==> src/hw/rtl/beat_energy_detector_macros.svh <==
// ----------------------------------------------------------------------------
// beat_energy_detector_macros
// assertion macros of the beat energy detector rtl, used in bed_ctrl
// ----------------------------------------------------------------------------
`ifndef BEAT_ENERGY_DETECTOR_MACROS_SVH
`define BEAT_ENERGY_DETECTOR_MACROS_SVH

// property that must hold at every clock edge outside reset
`define BED_ASSERT(lbl, prop, msg) \
	lbl: assert property (@(posedge clk) disable iff (!arst_n) (prop)) else $error(msg);

// consequent that must hold in the cycle after the antecedent
`define BED_ASSERT_NEXT(lbl, ante, cons, msg) \
	lbl: assert property (@(posedge clk) disable iff (!arst_n) (ante) |=> (cons)) else $error(msg);

`endif

==> src/hw/rtl/bed_pkg.sv <==
`timescale 1ns / 1ps
// ----------------------------------------------------------------------------
// bed_pkg
// types and constants of the beat energy detector
// ----------------------------------------------------------------------------
package bed_pkg;

	// frame format
	localparam int BANDS       = 7;
	localparam int SAMPLE_BITS = 10;
	localparam int SUM_W       = SAMPLE_BITS + $clog2(BANDS);
	localparam int CNT_W       = $clog2(BANDS + 1);

	// history depth default
	localparam int HISTORY_DEF = 32;

	// state widths
	localparam int WSUM_W = 32;
	localparam int WCNT_W = 16;

	// register field widths
	localparam int MIN_W  = 20;
	localparam int FACT_W = 10;
	localparam int LVL_W  = 8;

	// shared unit multiplier operand width
	localparam int MB_W = 16;

	// configuration port
	localparam int NUM_REGS = 7;
	localparam int ADDR_W   = $clog2(NUM_REGS * 4);
	localparam int DATA_W   = 32;
	localparam int IDX_W    = ADDR_W - 2;

	localparam logic [IDX_W-1:0] REG_BAND_MASK     = IDX_W'(0);
	localparam logic [IDX_W-1:0] REG_MIN_ENERGY    = IDX_W'(1);
	localparam logic [IDX_W-1:0] REG_DIM_FACTOR    = IDX_W'(2);
	localparam logic [IDX_W-1:0] REG_BRIGHT_FACTOR = IDX_W'(3);
	localparam logic [IDX_W-1:0] REG_OFF_LEVEL     = IDX_W'(4);
	localparam logic [IDX_W-1:0] REG_DIM_LEVEL     = IDX_W'(5);
	localparam logic [IDX_W-1:0] REG_BRIGHT_LEVEL  = IDX_W'(6);

	// register reset values
	localparam logic [BANDS-1:0]  RST_BAND_MASK     = BANDS'(127);
	localparam logic [MIN_W-1:0]  RST_MIN_ENERGY    = MIN_W'(144);
	localparam logic [FACT_W-1:0] RST_DIM_FACTOR    = FACT_W'(307);
	localparam logic [FACT_W-1:0] RST_BRIGHT_FACTOR = FACT_W'(333);
	localparam logic [LVL_W-1:0]  RST_OFF_LEVEL     = LVL_W'(0);
	localparam logic [LVL_W-1:0]  RST_DIM_LEVEL     = LVL_W'(64);
	localparam logic [LVL_W-1:0]  RST_BRIGHT_LEVEL  = LVL_W'(255);

	// configuration seen by the datapath
	typedef struct packed {
		logic [BANDS-1:0]  band_mask;
		logic [MIN_W-1:0]  min_energy;
		logic [FACT_W-1:0] dim_factor;
		logic [FACT_W-1:0] bright_factor;
		logic [LVL_W-1:0]  off_level;
		logic [LVL_W-1:0]  dim_level;
		logic [LVL_W-1:0]  bright_level;
	} cfg_t;

	// beat classes
	typedef enum logic [1:0] {
		CLS_OFF    = 2'd0,
		CLS_DIM    = 2'd1,
		CLS_BRIGHT = 2'd2
	} class_t;

	// shared unit operations
	typedef enum logic {
		OP_MUL = 1'b0,
		OP_DIV = 1'b1
	} alu_op_t;

	typedef struct packed {
		logic    start;
		alu_op_t op;
	} alu_ctl_t;

	typedef struct packed {
		logic busy;
		logic done;
	} alu_sts_t;

	// sequencer states
	typedef enum logic [3:0] {
		S_IDLE,
		S_DIV_GO,
		S_DIV_WAIT,
		S_ACC,
		S_LHS_GO,
		S_LHS_WAIT,
		S_DIM_GO,
		S_DIM_WAIT,
		S_BRT_GO,
		S_BRT_WAIT,
		S_MIN_GO,
		S_MIN_WAIT,
		S_EMIT
	} state_t;

endpackage

==> src/hw/rtl/bed_in_if.sv <==
`timescale 1ns / 1ps
// ----------------------------------------------------------------------------
// bed_in_if
// frame channel: band levels and end-of-beat flag
// ----------------------------------------------------------------------------
interface bed_in_if;
	logic                             valid;
	logic                             ready;
	logic [bed_pkg::SAMPLE_BITS-1:0]  band0;
	logic [bed_pkg::SAMPLE_BITS-1:0]  band1;
	logic [bed_pkg::SAMPLE_BITS-1:0]  band2;
	logic [bed_pkg::SAMPLE_BITS-1:0]  band3;
	logic [bed_pkg::SAMPLE_BITS-1:0]  band4;
	logic [bed_pkg::SAMPLE_BITS-1:0]  band5;
	logic [bed_pkg::SAMPLE_BITS-1:0]  band6;
	logic                             end_beat;

	modport source (
		output valid, band0, band1, band2, band3, band4, band5, band6, end_beat,
		input  ready
	);
	modport sink (
		input  valid, band0, band1, band2, band3, band4, band5, band6, end_beat,
		output ready
	);
endinterface

==> src/hw/rtl/bed_out_if.sv <==
`timescale 1ns / 1ps
// ----------------------------------------------------------------------------
// bed_out_if
// result channel: light level, class and change flag
// ----------------------------------------------------------------------------
interface bed_out_if;
	logic                       valid;
	logic                       ready;
	logic [bed_pkg::LVL_W-1:0]  light_level;
	logic [1:0]                 beat_class;
	logic                       level_changed;

	modport source (
		output valid, light_level, beat_class, level_changed,
		input  ready
	);
	modport sink (
		input  valid, light_level, beat_class, level_changed,
		output ready
	);
endinterface

==> src/hw/rtl/beat_energy_detector.sv <==
`timescale 1ns / 1ps
// ----------------------------------------------------------------------------
// beat_energy_detector
// energy history beat detector: classes each beat window as off, dim or bright
// ----------------------------------------------------------------------------
//  channel   dir  handshake        payload
//  frame     in   valid / ready    band0..band6, end_beat
//  result    out  valid / ready    light_level, beat_class, level_changed
//  apb       in   psel / penable   paddr, pwdata, prdata (pready tied high)
//
//  a frame without end_beat runs the band average divide, one bit per cycle
//  in the shared unit (13 steps), plus sequencing
//  an end_beat frame adds four shift-add passes by a multiplier b,
//  b being HISTORY, dim_factor, bright_factor and the window frame count,
//  and then loads the result register
//  frame.ready is high only while the sequencer is idle
//  a result waits in the output register; the next one stalls until it is taken
//  reset clears window, history valid bits and history total at once
module beat_energy_detector #(
	parameter int HISTORY = bed_pkg::HISTORY_DEF
) (
	input  logic                        clk,
	input  logic                        arst_n,
	bed_in_if.sink                      frame,
	bed_out_if.source                   result,
	input  logic                        psel,
	input  logic                        penable,
	input  logic                        pwrite,
	input  logic [bed_pkg::ADDR_W-1:0]  paddr,
	input  logic [bed_pkg::DATA_W-1:0]  pwdata,
	output logic [bed_pkg::DATA_W-1:0]  prdata,
	output logic                        pready
);

	localparam int PW = bed_pkg::WSUM_W + $clog2(HISTORY) + bed_pkg::FACT_W;

	bed_pkg::cfg_t             cfg;
	bed_pkg::alu_ctl_t         alu_ctl;
	bed_pkg::alu_sts_t         alu_sts;
	logic [PW-1:0]             alu_a;
	logic [PW-1:0]             alu_acc;
	logic [bed_pkg::MB_W-1:0]  alu_b;
	logic [bed_pkg::MB_W-1:0]  alu_quo;

	// configuration registers
	bed_regs u_regs (
		.clk     (clk),
		.arst_n  (arst_n),
		.psel    (psel),
		.penable (penable),
		.pwrite  (pwrite),
		.paddr   (paddr),
		.pwdata  (pwdata),
		.prdata  (prdata),
		.pready  (pready),
		.cfg     (cfg)
	);

	// shared multiply / divide unit
	bed_alu #(
		.PW (PW)
	) u_alu (
		.clk    (clk),
		.arst_n (arst_n),
		.ctl    (alu_ctl),
		.a      (alu_a),
		.b      (alu_b),
		.sts    (alu_sts),
		.acc    (alu_acc),
		.quo    (alu_quo)
	);

	// sequencer and state
	bed_ctrl #(
		.HISTORY (HISTORY)
	) u_ctrl (
		.clk     (clk),
		.arst_n  (arst_n),
		.frame   (frame),
		.result  (result),
		.cfg     (cfg),
		.alu_ctl (alu_ctl),
		.alu_a   (alu_a),
		.alu_b   (alu_b),
		.alu_sts (alu_sts),
		.alu_acc (alu_acc),
		.alu_quo (alu_quo)
	);

endmodule

==> src/hw/rtl/bed_regs.sv <==
`timescale 1ns / 1ps
// ----------------------------------------------------------------------------
// bed_regs
// apb configuration registers of the beat energy detector
// ----------------------------------------------------------------------------
module bed_regs (
	input  logic                        clk,
	input  logic                        arst_n,
	input  logic                        psel,
	input  logic                        penable,
	input  logic                        pwrite,
	input  logic [bed_pkg::ADDR_W-1:0]  paddr,
	input  logic [bed_pkg::DATA_W-1:0]  pwdata,
	output logic [bed_pkg::DATA_W-1:0]  prdata,
	output logic                        pready,
	output bed_pkg::cfg_t               cfg
);

	bed_pkg::cfg_t                   cfg_q;
	logic [bed_pkg::IDX_W-1:0]       idx;
	logic                            wr_en;

	assign idx    = paddr[bed_pkg::ADDR_W-1:2];
	assign wr_en  = psel && penable && pwrite;
	assign pready = 1'b1;
	assign cfg    = cfg_q;

	// register write
	always_ff @(posedge clk or negedge arst_n) begin
		if (!arst_n) begin
			cfg_q.band_mask     <= bed_pkg::RST_BAND_MASK;
			cfg_q.min_energy    <= bed_pkg::RST_MIN_ENERGY;
			cfg_q.dim_factor    <= bed_pkg::RST_DIM_FACTOR;
			cfg_q.bright_factor <= bed_pkg::RST_BRIGHT_FACTOR;
			cfg_q.off_level     <= bed_pkg::RST_OFF_LEVEL;
			cfg_q.dim_level     <= bed_pkg::RST_DIM_LEVEL;
			cfg_q.bright_level  <= bed_pkg::RST_BRIGHT_LEVEL;
		end else if (wr_en) begin
			unique case (idx)
				bed_pkg::REG_BAND_MASK: begin
					cfg_q.band_mask <= pwdata[bed_pkg::BANDS-1:0];
				end
				bed_pkg::REG_MIN_ENERGY: begin
					cfg_q.min_energy <= pwdata[bed_pkg::MIN_W-1:0];
				end
				bed_pkg::REG_DIM_FACTOR: begin
					cfg_q.dim_factor <= pwdata[bed_pkg::FACT_W-1:0];
				end
				bed_pkg::REG_BRIGHT_FACTOR: begin
					cfg_q.bright_factor <= pwdata[bed_pkg::FACT_W-1:0];
				end
				bed_pkg::REG_OFF_LEVEL: begin
					cfg_q.off_level <= pwdata[bed_pkg::LVL_W-1:0];
				end
				bed_pkg::REG_DIM_LEVEL: begin
					cfg_q.dim_level <= pwdata[bed_pkg::LVL_W-1:0];
				end
				bed_pkg::REG_BRIGHT_LEVEL: begin
					cfg_q.bright_level <= pwdata[bed_pkg::LVL_W-1:0];
				end
				default: begin
				end
			endcase
		end
	end

	// register read
	always_comb begin
		unique case (idx)
			bed_pkg::REG_BAND_MASK:     prdata = bed_pkg::DATA_W'(cfg_q.band_mask);
			bed_pkg::REG_MIN_ENERGY:    prdata = bed_pkg::DATA_W'(cfg_q.min_energy);
			bed_pkg::REG_DIM_FACTOR:    prdata = bed_pkg::DATA_W'(cfg_q.dim_factor);
			bed_pkg::REG_BRIGHT_FACTOR: prdata = bed_pkg::DATA_W'(cfg_q.bright_factor);
			bed_pkg::REG_OFF_LEVEL:     prdata = bed_pkg::DATA_W'(cfg_q.off_level);
			bed_pkg::REG_DIM_LEVEL:     prdata = bed_pkg::DATA_W'(cfg_q.dim_level);
			bed_pkg::REG_BRIGHT_LEVEL:  prdata = bed_pkg::DATA_W'(cfg_q.bright_level);
			default:                    prdata = '0;
		endcase
	end

endmodule

==> src/hw/rtl/bed_alu.sv <==
`timescale 1ns / 1ps
// ----------------------------------------------------------------------------
// bed_alu
// shared shift-add multiplier and restoring divider, one bit per cycle
// ----------------------------------------------------------------------------
module bed_alu #(
	parameter int PW = bed_pkg::WSUM_W + $clog2(bed_pkg::HISTORY_DEF) + bed_pkg::FACT_W
) (
	input  logic                      clk,
	input  logic                      arst_n,
	input  bed_pkg::alu_ctl_t         ctl,
	input  logic [PW-1:0]             a,
	input  logic [bed_pkg::MB_W-1:0]  b,
	output bed_pkg::alu_sts_t         sts,
	output logic [PW-1:0]             acc,
	output logic [bed_pkg::MB_W-1:0]  quo
);

	localparam int STEP_W = $clog2(bed_pkg::SUM_W + 1);

	bed_pkg::alu_op_t          op_q;
	logic                      busy_q;
	logic                      done_q;
	logic [STEP_W-1:0]         cnt_q;
	logic [PW-1:0]             a_q;
	logic [PW-1:0]             acc_q;
	logic [bed_pkg::MB_W-1:0]  b_q;

	logic                      is_mul;
	logic [PW-1:0]             addend;
	logic [PW:0]               sum;
	logic                      fin;

	// one adder serves both: add for multiply, subtract with carry out for divide
	assign is_mul = (op_q == bed_pkg::OP_MUL);
	assign addend = is_mul ? a_q : ~a_q;
	assign sum    = {1'b0, acc_q} + {1'b0, addend} + {{PW{1'b0}}, !is_mul};
	assign fin    = is_mul ? (b_q == '0) : (cnt_q == '0);

	assign sts.busy = busy_q;
	assign sts.done = done_q;
	assign acc      = acc_q;
	assign quo      = b_q;

	// control
	always_ff @(posedge clk or negedge arst_n) begin
		if (!arst_n) begin
			busy_q <= 1'b0;
			done_q <= 1'b0;
			op_q   <= bed_pkg::OP_MUL;
		end else begin
			done_q <= 1'b0;
			if (ctl.start) begin
				busy_q <= 1'b1;
				op_q   <= ctl.op;
			end else if (busy_q && fin) begin
				busy_q <= 1'b0;
				done_q <= 1'b1;
			end
		end
	end

	// operand and result registers
	always_ff @(posedge clk) begin
		if (ctl.start) begin
			if (ctl.op == bed_pkg::OP_MUL) begin
				a_q   <= a;
				b_q   <= b;
				acc_q <= '0;
			end else begin
				a_q   <= PW'(b) << (bed_pkg::SUM_W - 1);
				b_q   <= '0;
				acc_q <= a;
				cnt_q <= STEP_W'(bed_pkg::SUM_W);
			end
		end else if (busy_q && !fin) begin
			if (is_mul) begin
				if (b_q[0]) begin
					acc_q <= sum[PW-1:0];
				end
				a_q <= a_q << 1;
				b_q <= b_q >> 1;
			end else begin
				if (sum[PW]) begin
					acc_q <= sum[PW-1:0];
				end
				b_q   <= {b_q[bed_pkg::MB_W-2:0], sum[PW]};
				a_q   <= a_q >> 1;
				cnt_q <= cnt_q - 1'b1;
			end
		end
	end

endmodule

==> src/hw/rtl/bed_ctrl.sv <==
`timescale 1ns / 1ps
`include "beat_energy_detector_macros.svh"
// ----------------------------------------------------------------------------
// bed_ctrl
// sequencer, window and history state, history memory and result register
// ----------------------------------------------------------------------------
module bed_ctrl #(
	parameter int HISTORY = bed_pkg::HISTORY_DEF
) (
	input  logic                clk,
	input  logic                arst_n,
	bed_in_if.sink              frame,
	bed_out_if.source           result,
	input  bed_pkg::cfg_t       cfg,
	output bed_pkg::alu_ctl_t   alu_ctl,
	output logic [bed_pkg::WSUM_W+$clog2(HISTORY)+bed_pkg::FACT_W-1:0] alu_a,
	output logic [bed_pkg::MB_W-1:0] alu_b,
	input  bed_pkg::alu_sts_t   alu_sts,
	input  logic [bed_pkg::WSUM_W+$clog2(HISTORY)+bed_pkg::FACT_W-1:0] alu_acc,
	input  logic [bed_pkg::MB_W-1:0] alu_quo
);

	localparam int HIDX_W = $clog2(HISTORY);
	localparam int TOT_W  = bed_pkg::WSUM_W + HIDX_W;
	localparam int PW     = TOT_W + bed_pkg::FACT_W;
	localparam int WS_W   = bed_pkg::WSUM_W;
	localparam int WC_W   = bed_pkg::WCNT_W;

	bed_pkg::state_t                  state_q, state_d;

	// frame capture
	logic [bed_pkg::SAMPLE_BITS-1:0]  band [bed_pkg::BANDS];
	logic [bed_pkg::SUM_W-1:0]        fsum;
	logic [bed_pkg::CNT_W-1:0]        fcnt;
	logic [bed_pkg::SUM_W-1:0]        sum_q;
	logic [bed_pkg::CNT_W-1:0]        n_q;
	logic                             end_q;

	// window and history state
	logic [WS_W-1:0]                  ws_q;
	logic [WC_W-1:0]                  wc_q;
	logic [TOT_W-1:0]                 total_q;
	logic [HIDX_W-1:0]                oldest_q;
	bed_pkg::class_t                  shown_q;
	logic [HISTORY-1:0]               valid_q;
	logic [WS_W-1:0]                  ring [HISTORY];
	logic [WS_W-1:0]                  rd_q;

	// compare results
	logic [PW-1:0]                    lhs_q;
	logic                             dim_hit_q;
	logic                             brt_hit_q;
	logic                             enough_q;

	// result register
	logic                             out_valid_q;
	logic [bed_pkg::LVL_W-1:0]        out_level_q;
	bed_pkg::class_t                  out_cls_q;
	logic                             out_chg_q;

	logic                             accept;
	logic                             emit_ok;
	logic                             emit_fire;
	logic [bed_pkg::SUM_W-1:0]        energy;
	logic [WS_W:0]                    ws_sum;
	bed_pkg::class_t                  cls;
	logic [bed_pkg::LVL_W-1:0]        level;
	logic [WS_W-1:0]                  old_val;

	assign band[0] = frame.band0;
	assign band[1] = frame.band1;
	assign band[2] = frame.band2;
	assign band[3] = frame.band3;
	assign band[4] = frame.band4;
	assign band[5] = frame.band5;
	assign band[6] = frame.band6;

	// masked band sum and band count
	always_comb begin
		fsum = '0;
		fcnt = '0;
		for (int i = 0; i < bed_pkg::BANDS; i++) begin
			if (cfg.band_mask[i]) begin
				fsum = fsum + bed_pkg::SUM_W'(band[i]);
				fcnt = fcnt + bed_pkg::CNT_W'(1);
			end
		end
	end

	assign accept    = frame.valid && frame.ready;
	assign emit_ok   = !out_valid_q || result.ready;
	assign emit_fire = (state_q == bed_pkg::S_EMIT) && emit_ok;
	assign energy    = (n_q == '0) ? '0 : alu_quo[bed_pkg::SUM_W-1:0];
	assign ws_sum    = {1'b0, ws_q} + (WS_W + 1)'(energy);
	assign old_val   = valid_q[oldest_q] ? rd_q : '0;

	// classification
	always_comb begin
		cls = bed_pkg::CLS_OFF;
		if (dim_hit_q && enough_q) begin
			cls = brt_hit_q ? bed_pkg::CLS_BRIGHT : bed_pkg::CLS_DIM;
		end
		case (cls)
			bed_pkg::CLS_BRIGHT: level = cfg.bright_level;
			bed_pkg::CLS_DIM:    level = cfg.dim_level;
			default:             level = cfg.off_level;
		endcase
	end

	// next state
	always_comb begin
		state_d = state_q;
		unique case (state_q)
			bed_pkg::S_IDLE:     if (accept) state_d = bed_pkg::S_DIV_GO;
			bed_pkg::S_DIV_GO:   state_d = bed_pkg::S_DIV_WAIT;
			bed_pkg::S_DIV_WAIT: if (alu_sts.done) state_d = bed_pkg::S_ACC;
			bed_pkg::S_ACC:      state_d = end_q ? bed_pkg::S_LHS_GO : bed_pkg::S_IDLE;
			bed_pkg::S_LHS_GO:   state_d = bed_pkg::S_LHS_WAIT;
			bed_pkg::S_LHS_WAIT: if (alu_sts.done) state_d = bed_pkg::S_DIM_GO;
			bed_pkg::S_DIM_GO:   state_d = bed_pkg::S_DIM_WAIT;
			bed_pkg::S_DIM_WAIT: if (alu_sts.done) state_d = bed_pkg::S_BRT_GO;
			bed_pkg::S_BRT_GO:   state_d = bed_pkg::S_BRT_WAIT;
			bed_pkg::S_BRT_WAIT: if (alu_sts.done) state_d = bed_pkg::S_MIN_GO;
			bed_pkg::S_MIN_GO:   state_d = bed_pkg::S_MIN_WAIT;
			bed_pkg::S_MIN_WAIT: if (alu_sts.done) state_d = bed_pkg::S_EMIT;
			bed_pkg::S_EMIT:     if (emit_ok) state_d = bed_pkg::S_IDLE;
			default:             state_d = bed_pkg::S_IDLE;
		endcase
	end

	// sequencer outputs
	always_comb begin
		frame.ready   = (state_q == bed_pkg::S_IDLE);
		alu_ctl.start = 1'b0;
		alu_ctl.op    = bed_pkg::OP_MUL;
		alu_a         = '0;
		alu_b         = '0;
		unique case (state_q)
			bed_pkg::S_DIV_GO: begin
				alu_ctl.start = 1'b1;
				alu_ctl.op    = bed_pkg::OP_DIV;
				alu_a         = PW'(sum_q);
				alu_b         = bed_pkg::MB_W'(n_q);
			end
			bed_pkg::S_LHS_GO: begin
				alu_ctl.start = 1'b1;
				alu_a         = PW'(ws_q);
				alu_b         = bed_pkg::MB_W'(HISTORY);
			end
			bed_pkg::S_DIM_GO: begin
				alu_ctl.start = 1'b1;
				alu_a         = PW'(total_q);
				alu_b         = bed_pkg::MB_W'(cfg.dim_factor);
			end
			bed_pkg::S_BRT_GO: begin
				alu_ctl.start = 1'b1;
				alu_a         = PW'(total_q);
				alu_b         = bed_pkg::MB_W'(cfg.bright_factor);
			end
			bed_pkg::S_MIN_GO: begin
				alu_ctl.start = 1'b1;
				alu_a         = PW'(cfg.min_energy);
				alu_b         = bed_pkg::MB_W'(wc_q);
			end
			default: begin
			end
		endcase
	end

	assign result.valid         = out_valid_q;
	assign result.light_level   = out_level_q;
	assign result.beat_class    = out_cls_q;
	assign result.level_changed = out_chg_q;

	// control state, window and history bookkeeping
	always_ff @(posedge clk or negedge arst_n) begin
		if (!arst_n) begin
			state_q     <= bed_pkg::S_IDLE;
			ws_q        <= '0;
			wc_q        <= '0;
			total_q     <= '0;
			oldest_q    <= '0;
			shown_q     <= bed_pkg::CLS_OFF;
			valid_q     <= '0;
			out_valid_q <= 1'b0;
		end else begin
			state_q <= state_d;
			if (state_q == bed_pkg::S_ACC) begin
				ws_q <= ws_sum[WS_W] ? '1 : ws_sum[WS_W-1:0];
				if (wc_q != '1) begin
					wc_q <= wc_q + 1'b1;
				end
			end
			if (emit_fire) begin
				shown_q           <= cls;
				total_q           <= total_q + TOT_W'(ws_q) - TOT_W'(old_val);
				valid_q[oldest_q] <= 1'b1;
				oldest_q          <= (oldest_q == HIDX_W'(HISTORY - 1)) ? '0 : oldest_q + 1'b1;
				ws_q              <= '0;
				wc_q              <= '0;
			end
			if (emit_fire) begin
				out_valid_q <= 1'b1;
			end else if (result.ready) begin
				out_valid_q <= 1'b0;
			end
		end
	end

	// payload registers
	always_ff @(posedge clk) begin
		if (accept) begin
			sum_q <= fsum;
			n_q   <= fcnt;
			end_q <= frame.end_beat;
		end
		if (state_q == bed_pkg::S_LHS_WAIT && alu_sts.done) begin
			lhs_q <= {alu_acc[PW-9:0], 8'd0};
		end
		if (state_q == bed_pkg::S_DIM_WAIT && alu_sts.done) begin
			dim_hit_q <= (lhs_q > alu_acc);
		end
		if (state_q == bed_pkg::S_BRT_WAIT && alu_sts.done) begin
			brt_hit_q <= (lhs_q > alu_acc);
		end
		if (state_q == bed_pkg::S_MIN_WAIT && alu_sts.done) begin
			enough_q <= (PW'(ws_q) >= alu_acc);
		end
		if (emit_fire) begin
			out_level_q <= level;
			out_cls_q   <= cls;
			out_chg_q   <= (cls != shown_q);
		end
	end

	// history memory: oldest entry read at frame accept, replaced at result
	always_ff @(posedge clk) begin
		if (emit_fire) begin
			ring[oldest_q] <= ws_q;
		end
		if (accept) begin
			rd_q <= ring[oldest_q];
		end
	end

	// checks
	`BED_ASSERT(a_alu_idle_start, !(alu_ctl.start && alu_sts.busy),
		"shared unit started while busy")
	`BED_ASSERT_NEXT(a_window_cleared, emit_fire,
		(wc_q == '0) && (ws_q == '0) && (state_q == bed_pkg::S_IDLE),
		"window not cleared after result")
	`BED_ASSERT(a_empty_history, (valid_q != '0) || (total_q == '0),
		"history total nonzero with empty history")
	`BED_ASSERT(a_slot_range, oldest_q <= HIDX_W'(HISTORY - 1),
		"oldest slot out of range")

endmodule
==> src/flat_wrapper.sv <==
// flat-port wrapper written by rule: the top's interface ports become plain ports
module beat_energy_detector_flat 
#(
	parameter int HISTORY = bed_pkg::HISTORY_DEF
)
  (clk, arst_n, psel, penable, pwrite, paddr, pwdata, prdata, pready, frame_valid, frame_band0, frame_band1, frame_band2, frame_band3, frame_band4, frame_band5, frame_band6, frame_end_beat, frame_ready, result_valid, result_light_level, result_beat_class, result_level_changed, result_ready);
  bed_in_if frame_i ();
  bed_out_if result_i ();
  input  logic clk;
  input  logic arst_n;
  input  logic psel;
  input  logic penable;
  input  logic pwrite;
  input  logic [bed_pkg::ADDR_W-1:0] paddr;
  input  logic [bed_pkg::DATA_W-1:0] pwdata;
  output logic [bed_pkg::DATA_W-1:0] prdata;
  output logic pready;
  input wire logic [$bits(frame_i.valid)-1:0] frame_valid;
  input wire logic [$bits(frame_i.band0)-1:0] frame_band0;
  input wire logic [$bits(frame_i.band1)-1:0] frame_band1;
  input wire logic [$bits(frame_i.band2)-1:0] frame_band2;
  input wire logic [$bits(frame_i.band3)-1:0] frame_band3;
  input wire logic [$bits(frame_i.band4)-1:0] frame_band4;
  input wire logic [$bits(frame_i.band5)-1:0] frame_band5;
  input wire logic [$bits(frame_i.band6)-1:0] frame_band6;
  input wire logic [$bits(frame_i.end_beat)-1:0] frame_end_beat;
  output wire logic [$bits(frame_i.ready)-1:0] frame_ready;
  output wire logic [$bits(result_i.valid)-1:0] result_valid;
  output wire logic [$bits(result_i.light_level)-1:0] result_light_level;
  output wire logic [$bits(result_i.beat_class)-1:0] result_beat_class;
  output wire logic [$bits(result_i.level_changed)-1:0] result_level_changed;
  input wire logic [$bits(result_i.ready)-1:0] result_ready;
  assign frame_i.valid = frame_valid;
  assign frame_i.band0 = frame_band0;
  assign frame_i.band1 = frame_band1;
  assign frame_i.band2 = frame_band2;
  assign frame_i.band3 = frame_band3;
  assign frame_i.band4 = frame_band4;
  assign frame_i.band5 = frame_band5;
  assign frame_i.band6 = frame_band6;
  assign frame_i.end_beat = frame_end_beat;
  assign frame_ready = frame_i.ready;
  assign result_valid = result_i.valid;
  assign result_light_level = result_i.light_level;
  assign result_beat_class = result_i.beat_class;
  assign result_level_changed = result_i.level_changed;
  assign result_i.ready = result_ready;
  beat_energy_detector #(.HISTORY(HISTORY)) u_core (.clk(clk), .arst_n(arst_n), .frame(frame_i), .result(result_i), .psel(psel), .penable(penable), .pwrite(pwrite), .paddr(paddr), .pwdata(pwdata), .prdata(prdata), .pready(pready));
endmodule
==> config.mk <==
export PLATFORM = sky130hd
export DESIGN_NAME = beat_energy_detector_flat
export DESIGN_NICKNAME = d
export VERILOG_FILES = /design/src/hw/rtl/bed_pkg.sv /design/src/hw/rtl/bed_in_if.sv /design/src/hw/rtl/bed_out_if.sv /design/src/hw/rtl/beat_energy_detector.sv /design/src/hw/rtl/bed_regs.sv /design/src/hw/rtl/bed_alu.sv /design/src/hw/rtl/bed_ctrl.sv /design/src/flat_wrapper.sv
export VERILOG_INCLUDE_DIRS = /design/src /design/src/hw/rtl
export SDC_FILE = /design/constraint.sdc
export NUM_CORES = 2
export LEC_CHECK = 0
export BUFFER_PORTS_ARGS = -buffer_cell sky130_fd_sc_hd__buf_2
export CORE_AREA = 5 5 418 420
export DETAILED_ROUTE_END_ITERATION = 8
export DIE_AREA = 0 0 423 425
export PLACE_DENSITY = 0.59
export SETUP_SLACK_MARGIN = 0.5
export SYNTH_ARGS = -nofsm -noshare
export SYNTH_HDL_FRONTEND = slang
export SYNTH_SLANG_ARGS = --single-unit
==> constraint.sdc <==
create_clock -name clk -period 23.9 [get_ports clk]
set_clock_uncertainty 0.15 [all_clocks]
set_input_delay 3.585 -clock clk [delete_from_list [all_inputs] [get_ports clk]]
set_output_delay 3.585 -clock clk [all_outputs]
set_load 0.005 [all_outputs]
==> Yosys cells after proc, flatten, opt, wreduce, memory -nomap -nowiden <==
Memories as Yosys holds them, arrays and structs flattened. A register that Yosys moved wholly into a read port is not among the register bits.
Cells that the tools add are included.
{ "word_totals": {"ff_bits": 387, "ramBits": 1024, "input_bits": 115, "output_inout_bits": 46, "wordCells": 203, "memories": 1} }
{ "op_classes": {"addsub": 20, "n_lt_le_gt_ge": 4, "eq_ne": 32, "n_mux": 72, "bitwise": 2, "n_reduce_logical": 40} }
{ "memory_table": {"columns": ["name", "depth", "width", "rd", "rd_ports_with_merged_regs", "write_ports", "line_no", "text"], "rows": [
  ["u_core.u_ctrl.ring", 32, 32, 1, 1, 1, "bed_ctrl.sv:46", "logic [WS_W-1:0] ring [HISTORY];"]
]} }
{ "ops": {"columns": ["cell", "count"], "rows": [
  ["47-bit 2-to-1 mux", 9],
  ["37-bit case mux with 4 select lines", 1],
  ["20-bit case mux with 7 select lines", 1],
  ["32-bit 2-to-1 mux", 4],
  ["16-bit 2-to-1 mux", 7],
  ["13-bit 2-to-1 mux", 7],
  ["16-bit case mux with 5 select lines", 1],
  ["13-bit by 10-bit adder with 13-bit output", 6],
  ["37-bit 2-to-1 mux", 2],
  ["4-bit case mux with 13 select lines", 1],
  ["47-bit by 47-bit adder with 48-bit output", 1],
  ["48-bit by 1-bit adder with 48-bit output", 1],
  ["32-bit by 47-bit greater-or-equal comparator with 1-bit output", 1],
  ["47-bit greater-than comparator", 1],
  ["47-bit NOT", 1],
  ["4-bit 2-to-1 mux", 11],
  ["37-bit by 32-bit adder with 37-bit output", 1],
  ["37-bit by 32-bit subtractor with 37-bit output", 1],
  ["32-bit by 13-bit adder with 33-bit output", 1],
  ["32-bit OR", 1],
  ["3-bit 2-to-1 mux", 7],
  ["4-bit equality test (second input constant)", 5],
  ["3-bit by 1-bit adder with 3-bit output (second input constant)", 6],
  ["16-bit by 1-bit adder with 16-bit output (second input constant)", 1],
  ["other kinds (38)", 92]
]} }

==> Depth between registers and ports, before layout <==
{ "logic_depth": {"ltp_word": 13, "ltp_mapped": 43, "depth_no_buf": 42} }

==> Modules after synthesis <==
A second synthesis with hierarchy kept.
{ "unflattened": {"hier_cells": 4840, "area_unflattened_um2": 69590.5} }
{ "by_module_without_submodules": {"columns": ["mod", "instances", "cells_per_inst", "area_each_um2", "seq_area_each_um2"], "rows": [
  ["bed_ctrl", 1, 3676, 57381.3, 37040.5],
  ["bed_alu", 1, 906, 8675.8, 3498.4],
  ["bed_regs", 1, 258, 3533.4, 1811.7]
]} }

==> Worst setup path before layout <==
No wires, ideal clock.
{ "synth_path": {"kind": "in2reg", "startpoint": "input frame_band0[0]", "endpoint": "register u_core.u_ctrl.sum_q[12] in the netlist's numbering (data pin)", "setup_ns": 0.260, "t_arrival_ns": 10.369, "required_ns": 23.490, "slack_ns": 13.121, "stages": 41, "n_path_buf": 0, "path_cell_list": "and2_1 ha_1 inv_1 fa_1 inv_1 maj3_1 a22oi_1 o21ai_1 or3_1 a31o_1 ha_1 nor2_1 nor2_1 nand2_1 xnor2_1 nor2_1 a31oi_1 o31ai_1 [5 not listed] nand2_1 o21ai_0 ha_1 xnor2_1 a21oi_1 o31ai_1 ha_1 xnor2_1 mux2_2 ha_1 nand3_1 nand2_1 a41oi_1 nor2b_1 nor2_1 o22ai_1 mux2i_1 xnor2_1"} }
{ "synth_via": {"elab_chain_cells": 13} }
{ "synth_lines": {"columns": ["item", "line_no", "text"], "rows": [
  ["start, declared", "flat_wrapper.sv:19", "input wire logic [$bits(frame_i.band0)-1:0] frame_band0;"],
  ["10-bit 2-to-1 mux *", "bed_ctrl.sv:83", "if (cfg.band_mask[i]) begin"],
  ["13-bit by 10-bit adder with 13-bit output", "bed_ctrl.sv:84", "fsum = fsum + bed_pkg::SUM_W'(band[i]);"],
  ["13-bit 2-to-1 mux *", "bed_ctrl.sv:83", null],
  ["13-bit by 10-bit adder with 13-bit output", "bed_ctrl.sv:84", null],
  ["13-bit 2-to-1 mux *", "bed_ctrl.sv:83", null],
  ["13-bit by 10-bit adder with 13-bit output", "bed_ctrl.sv:84", null],
  ["13-bit 2-to-1 mux *", "bed_ctrl.sv:83", null],
  ["13-bit by 10-bit adder with 13-bit output", "bed_ctrl.sv:84", null],
  ["13-bit 2-to-1 mux *", "bed_ctrl.sv:83", null],
  ["13-bit by 10-bit adder with 13-bit output", "bed_ctrl.sv:84", null],
  ["13-bit 2-to-1 mux *", "bed_ctrl.sv:83", null],
  ["13-bit by 10-bit adder with 13-bit output", "bed_ctrl.sv:84", null],
  ["13-bit 2-to-1 mux *", "bed_ctrl.sv:83", null],
  ["net u_core.u_ctrl.fsum, one bit", "bed_ctrl.sv:33", "logic [bed_pkg::SUM_W-1:0] fsum;"],
  ["end signal, assigned", "bed_ctrl.sv:213", "sum_q <= fsum;"],
  ["end, declared", "bed_ctrl.sv:35", "logic [bed_pkg::SUM_W-1:0] sum_q;"]
]} }
Mark *: on every way through the listed nets, which the timed path passes. The rest lies on a longest branch.
A chain may end at the register's enable or synchronous reset.

==> Final worst setup path <==
Ends and elaborated chain as after synthesis.

==> impl_metrics.toml <==
[logic_synthesis]
synth_top_area_share_pct = 55.1
ys_ff_latch = 1443
ys_seq_area_share_pct = 62.6
synthTopCellsByArea = "edfxtp_1 55%, mux4_2 8.9%, dfrtp_1 6.5%, ha_1 4.5%, mux2_2 1.9%"
synth_cell_type_count = 82
ys_async_sr_fraction_pct = 14.1
syn_inst = 4532
synth_fa_ha_area_share_pct = 5.71
yosysWarningCount = 0
synth_compound_area_share_pct = 8.57
synth_area_per_cell_um2 = 14.9
synth_flop_cell = "edfxtp_1"
yosysMostFrequentCell = "edfxtp_1"
synth_top_family_by_area = "multiplexers"
synth_largest_area_cell = "edfxtp_1"
synth_area_mm2 = 0.0676
synth_mux_area_share_pct = 12.1
synth_edf_count = 1240
synth-simple-area-share_pct = 5.83
synth_xor_area_share_pct = 2.50
netlist_top_cells_count = "1,240 x edfxtp_1, 268 x mux4_2, 263 x inv_1"

[power]
cellPowerDensity_mw_per_mm2 = 120
vdd_ir_drop_max_mv = 0.117
p_leak_nw = 27.5

[critical_path]
crit_path_start_kind = "input pin"
crit_buf_inv = 3
reg2reg_depth = 39
startpoint = "frame_band0[0]"
worst_path_dominant_cell_family = "compound AO/OA/AOI/OAI gates"
r2r_slack_ns = 15.28
slowest_delay_ns = 0.39
arrival_ns = 11.31
crit_path_end = "u_core.u_ctrl.sum_q[12]"
cp-end-kind = "register"
cp.depth = 41
cp_max_fo = 5
crit_type = "input pin to register"
r2r_end = "u_core.u_ctrl.sum_q[12]"
r2r_start = "u_core.u_regs.cfg[64]"
slowest_stage = "a211oi_1"
required_ns = 24.30
crit_top_cell = "ha_1"

[timing]
setup_ws_ns = 12.99
worstMarginPinSlew_ns = 1.17
period_share_pct = 45.7
rsz0062_at_grt = "no"
setup_viol = 0
fin_setup_tns_ns = 0
relSlewSlack_pct = 22.0
report.final.slew_viol_count = 0
min_period_ns = 10.91
fmax_mhz = 91.7
hold_viol_final = 0

[floorplan]
core-area_mm2 = 0.171
placementRows = 152
die_area_mm2 = 0.180
die_x_um = 423
io_pins = 161
fp.dieH_um = 425
start_util_pct = 39.6

[run]
maxCapViolCount = 0

[cts]
ctsResizeCount = 0
hold_buffers = 0
cts_root_buf = "clkbuf_16"
cts_sinks = 1443
insertion_delay_ns = 0.82
cts_made_buffers = 149
clockBufferDepth = 3
h-tree-depth = 4
post_cts_buffers = 0
path_clk_slew_ns = 0.06
cts_tree = "done"

[detailed_routing]
vias = 40300
avgRoutedWirePerCell_um = 24.9
via_per_inst = 5.68
drtIter0Drc = 3995
drt_first_pass_iters = 8
postRouteAntennaNets = 0
drc = 0
routed_wl_um = 176000

[placed_design]
dpl.cell_count = 6812
io_buffers = 133
place_ws_ns = 12.25
dp_hpwl_um = 109000
routabilityCongestion = 0.859

[worst_hold_path]
hold_path.class = "register to register"

[run_status]
status = "finished clean"

[global_route]
overflow = 0
grt_max_degree = 105
grt_first_pass_wirelength_um = 262000
antenna_found_initial = 2
grt_pass1_vias = 40100
grt_use_total_pct = 19.4

[cells_and_area]
fin_nets = 5127
stdcell_count = 7085
syn_to_final_growth_pct = 13.0
drive_above_1_share_pct = 20.1
## worst register-to-register path: cells and delay by family (launching register included)
family                     cells  cell delay, ns
buffers and inverters          2            0.15
xor gates and xnor gates       6            0.91
adders and majority gates      8            2.42
AOI/OAI and AO/OA             11            1.98
muxes                          2            0.46
and+or+nand+nor               10            1.59
DFF                            1            0.71
## registers in the layout, indices dropped and copies added (netlist names), 5 cells and up
signal,cells
u_core.u_ctrl.ring,1024
u_core.u_regs.cfg,71
u_core.u_alu.a_q,47
u_core.u_alu.acc,47
u_core.u_ctrl.lhs_q,39
u_core.u_ctrl.total_q,37
u_core.u_ctrl.rd_q,32
u_core.u_ctrl.valid_q,32
u_core.u_ctrl.ws_q,32
u_core.u_alu.quo,16
u_core.u_ctrl.wc_q,16
u_core.u_ctrl.sum_q,13
u_core.u_ctrl.result.light_level,8
u_core.u_ctrl.oldest_q,5
## cells by family after synthesis
kind of cell,count (synthesis)
compound gates,878
xor+xnor,193
buf+inv,467
flops,1443
other cells,2
fa+ha+maj,285
mux,466
simple gates,798
## layer usage
layer | routed length [um] | global-route usage (%) | up-vias
met3 | 10600 | 2.76 | 211
met5 | 0 | 0 | -
met4 | 4380 | 5.60 | 0
met2 | 85400 | 31.9 | 1263
li1 | - | - | 17900
met1 | 75900 | 26.9 | 20800
## layout make-up
type	instances	area, um2
diodes	3	7.51
clock buffers	208	4170
clock inverters	62	796
fillers	14900	94200
inverters	264	991
multi-input cells	2633	23800
flip-flops and latches	1443	42400
well taps	2233	2790
repair buffers	239	1480
## stage by stage
step	area, um2	hold slack (ns)	util, %	total power, mW
finish	76400	0.312	44.8	9.19
global route	76400	0.317	44.8	9.77
CTS	76400	0.312	44.8	9.26
detailed placement	71500	0.298	41.9	6.89
global placement	71500	0.296	41.9	6.84
floorplan	67600	0.284	-	5.98
## how the worst min path moves through the flow
stage / from / endpoint / slack (ns) / cells past startpoint
after floorplan: u_core.u_ctrl.valid_q[10] / u_core.u_ctrl.valid_q[10] / 0.28 / 1
after global placement: u_core.u_ctrl.valid_q[25] / u_core.u_ctrl.valid_q[25] / 0.30 / 1
final: u_core.u_ctrl.valid_q[15] / u_core.u_ctrl.valid_q[15] / 0.31 / 1
after CTS: u_core.u_ctrl.valid_q[6] / u_core.u_ctrl.valid_q[6] / 0.31 / 1
after detailed placement: u_core.u_ctrl.valid_q[6] / u_core.u_ctrl.valid_q[6] / 0.30 / 1
after global routing: u_core.u_ctrl.valid_q[6] / u_core.u_ctrl.valid_q[6] / 0.32 / 1
## cell usage in the layout (no fill, tap or decap), types with 28 or more instances in the layout
cell,synthesis,layout
xor2_1,106,106
a21o_1,80,80
a222oi_1,28,28
buf_4,13,105
nor2_1,196,160
clkbuf_16,0,154
edfxtp_1,1240,1240
mux4_2,268,268
or2_2,39,38
ha_1,242,242
and2_1,61,58
nor3_1,55,52
o21a_1,37,37
nand3_1,41,41
a31oi_1,33,33
nand4_1,62,62
fa_1,40,40
a22oi_1,153,153
nor2_4,0,35
mux2i_1,84,84
a21oi_1,174,174
clkbuf_1,137,43
dfstp_2,28,28
buf_2,1,132
mux2_2,113,113
inv_1,263,262
nor2b_1,45,45
o21ai_0,207,207
dfrtp_1,175,172
nand2b_1,34,34
xnor2_1,87,87
nand2_1,193,193
## where the power goes
part / switching (mW) / internal, mW
combinational: 1.99 / 1.41
sequential: 0.215 / 3.23
clock: 1.01 / 1.34
No activity file was read; power rests on OpenSTA's default activity.
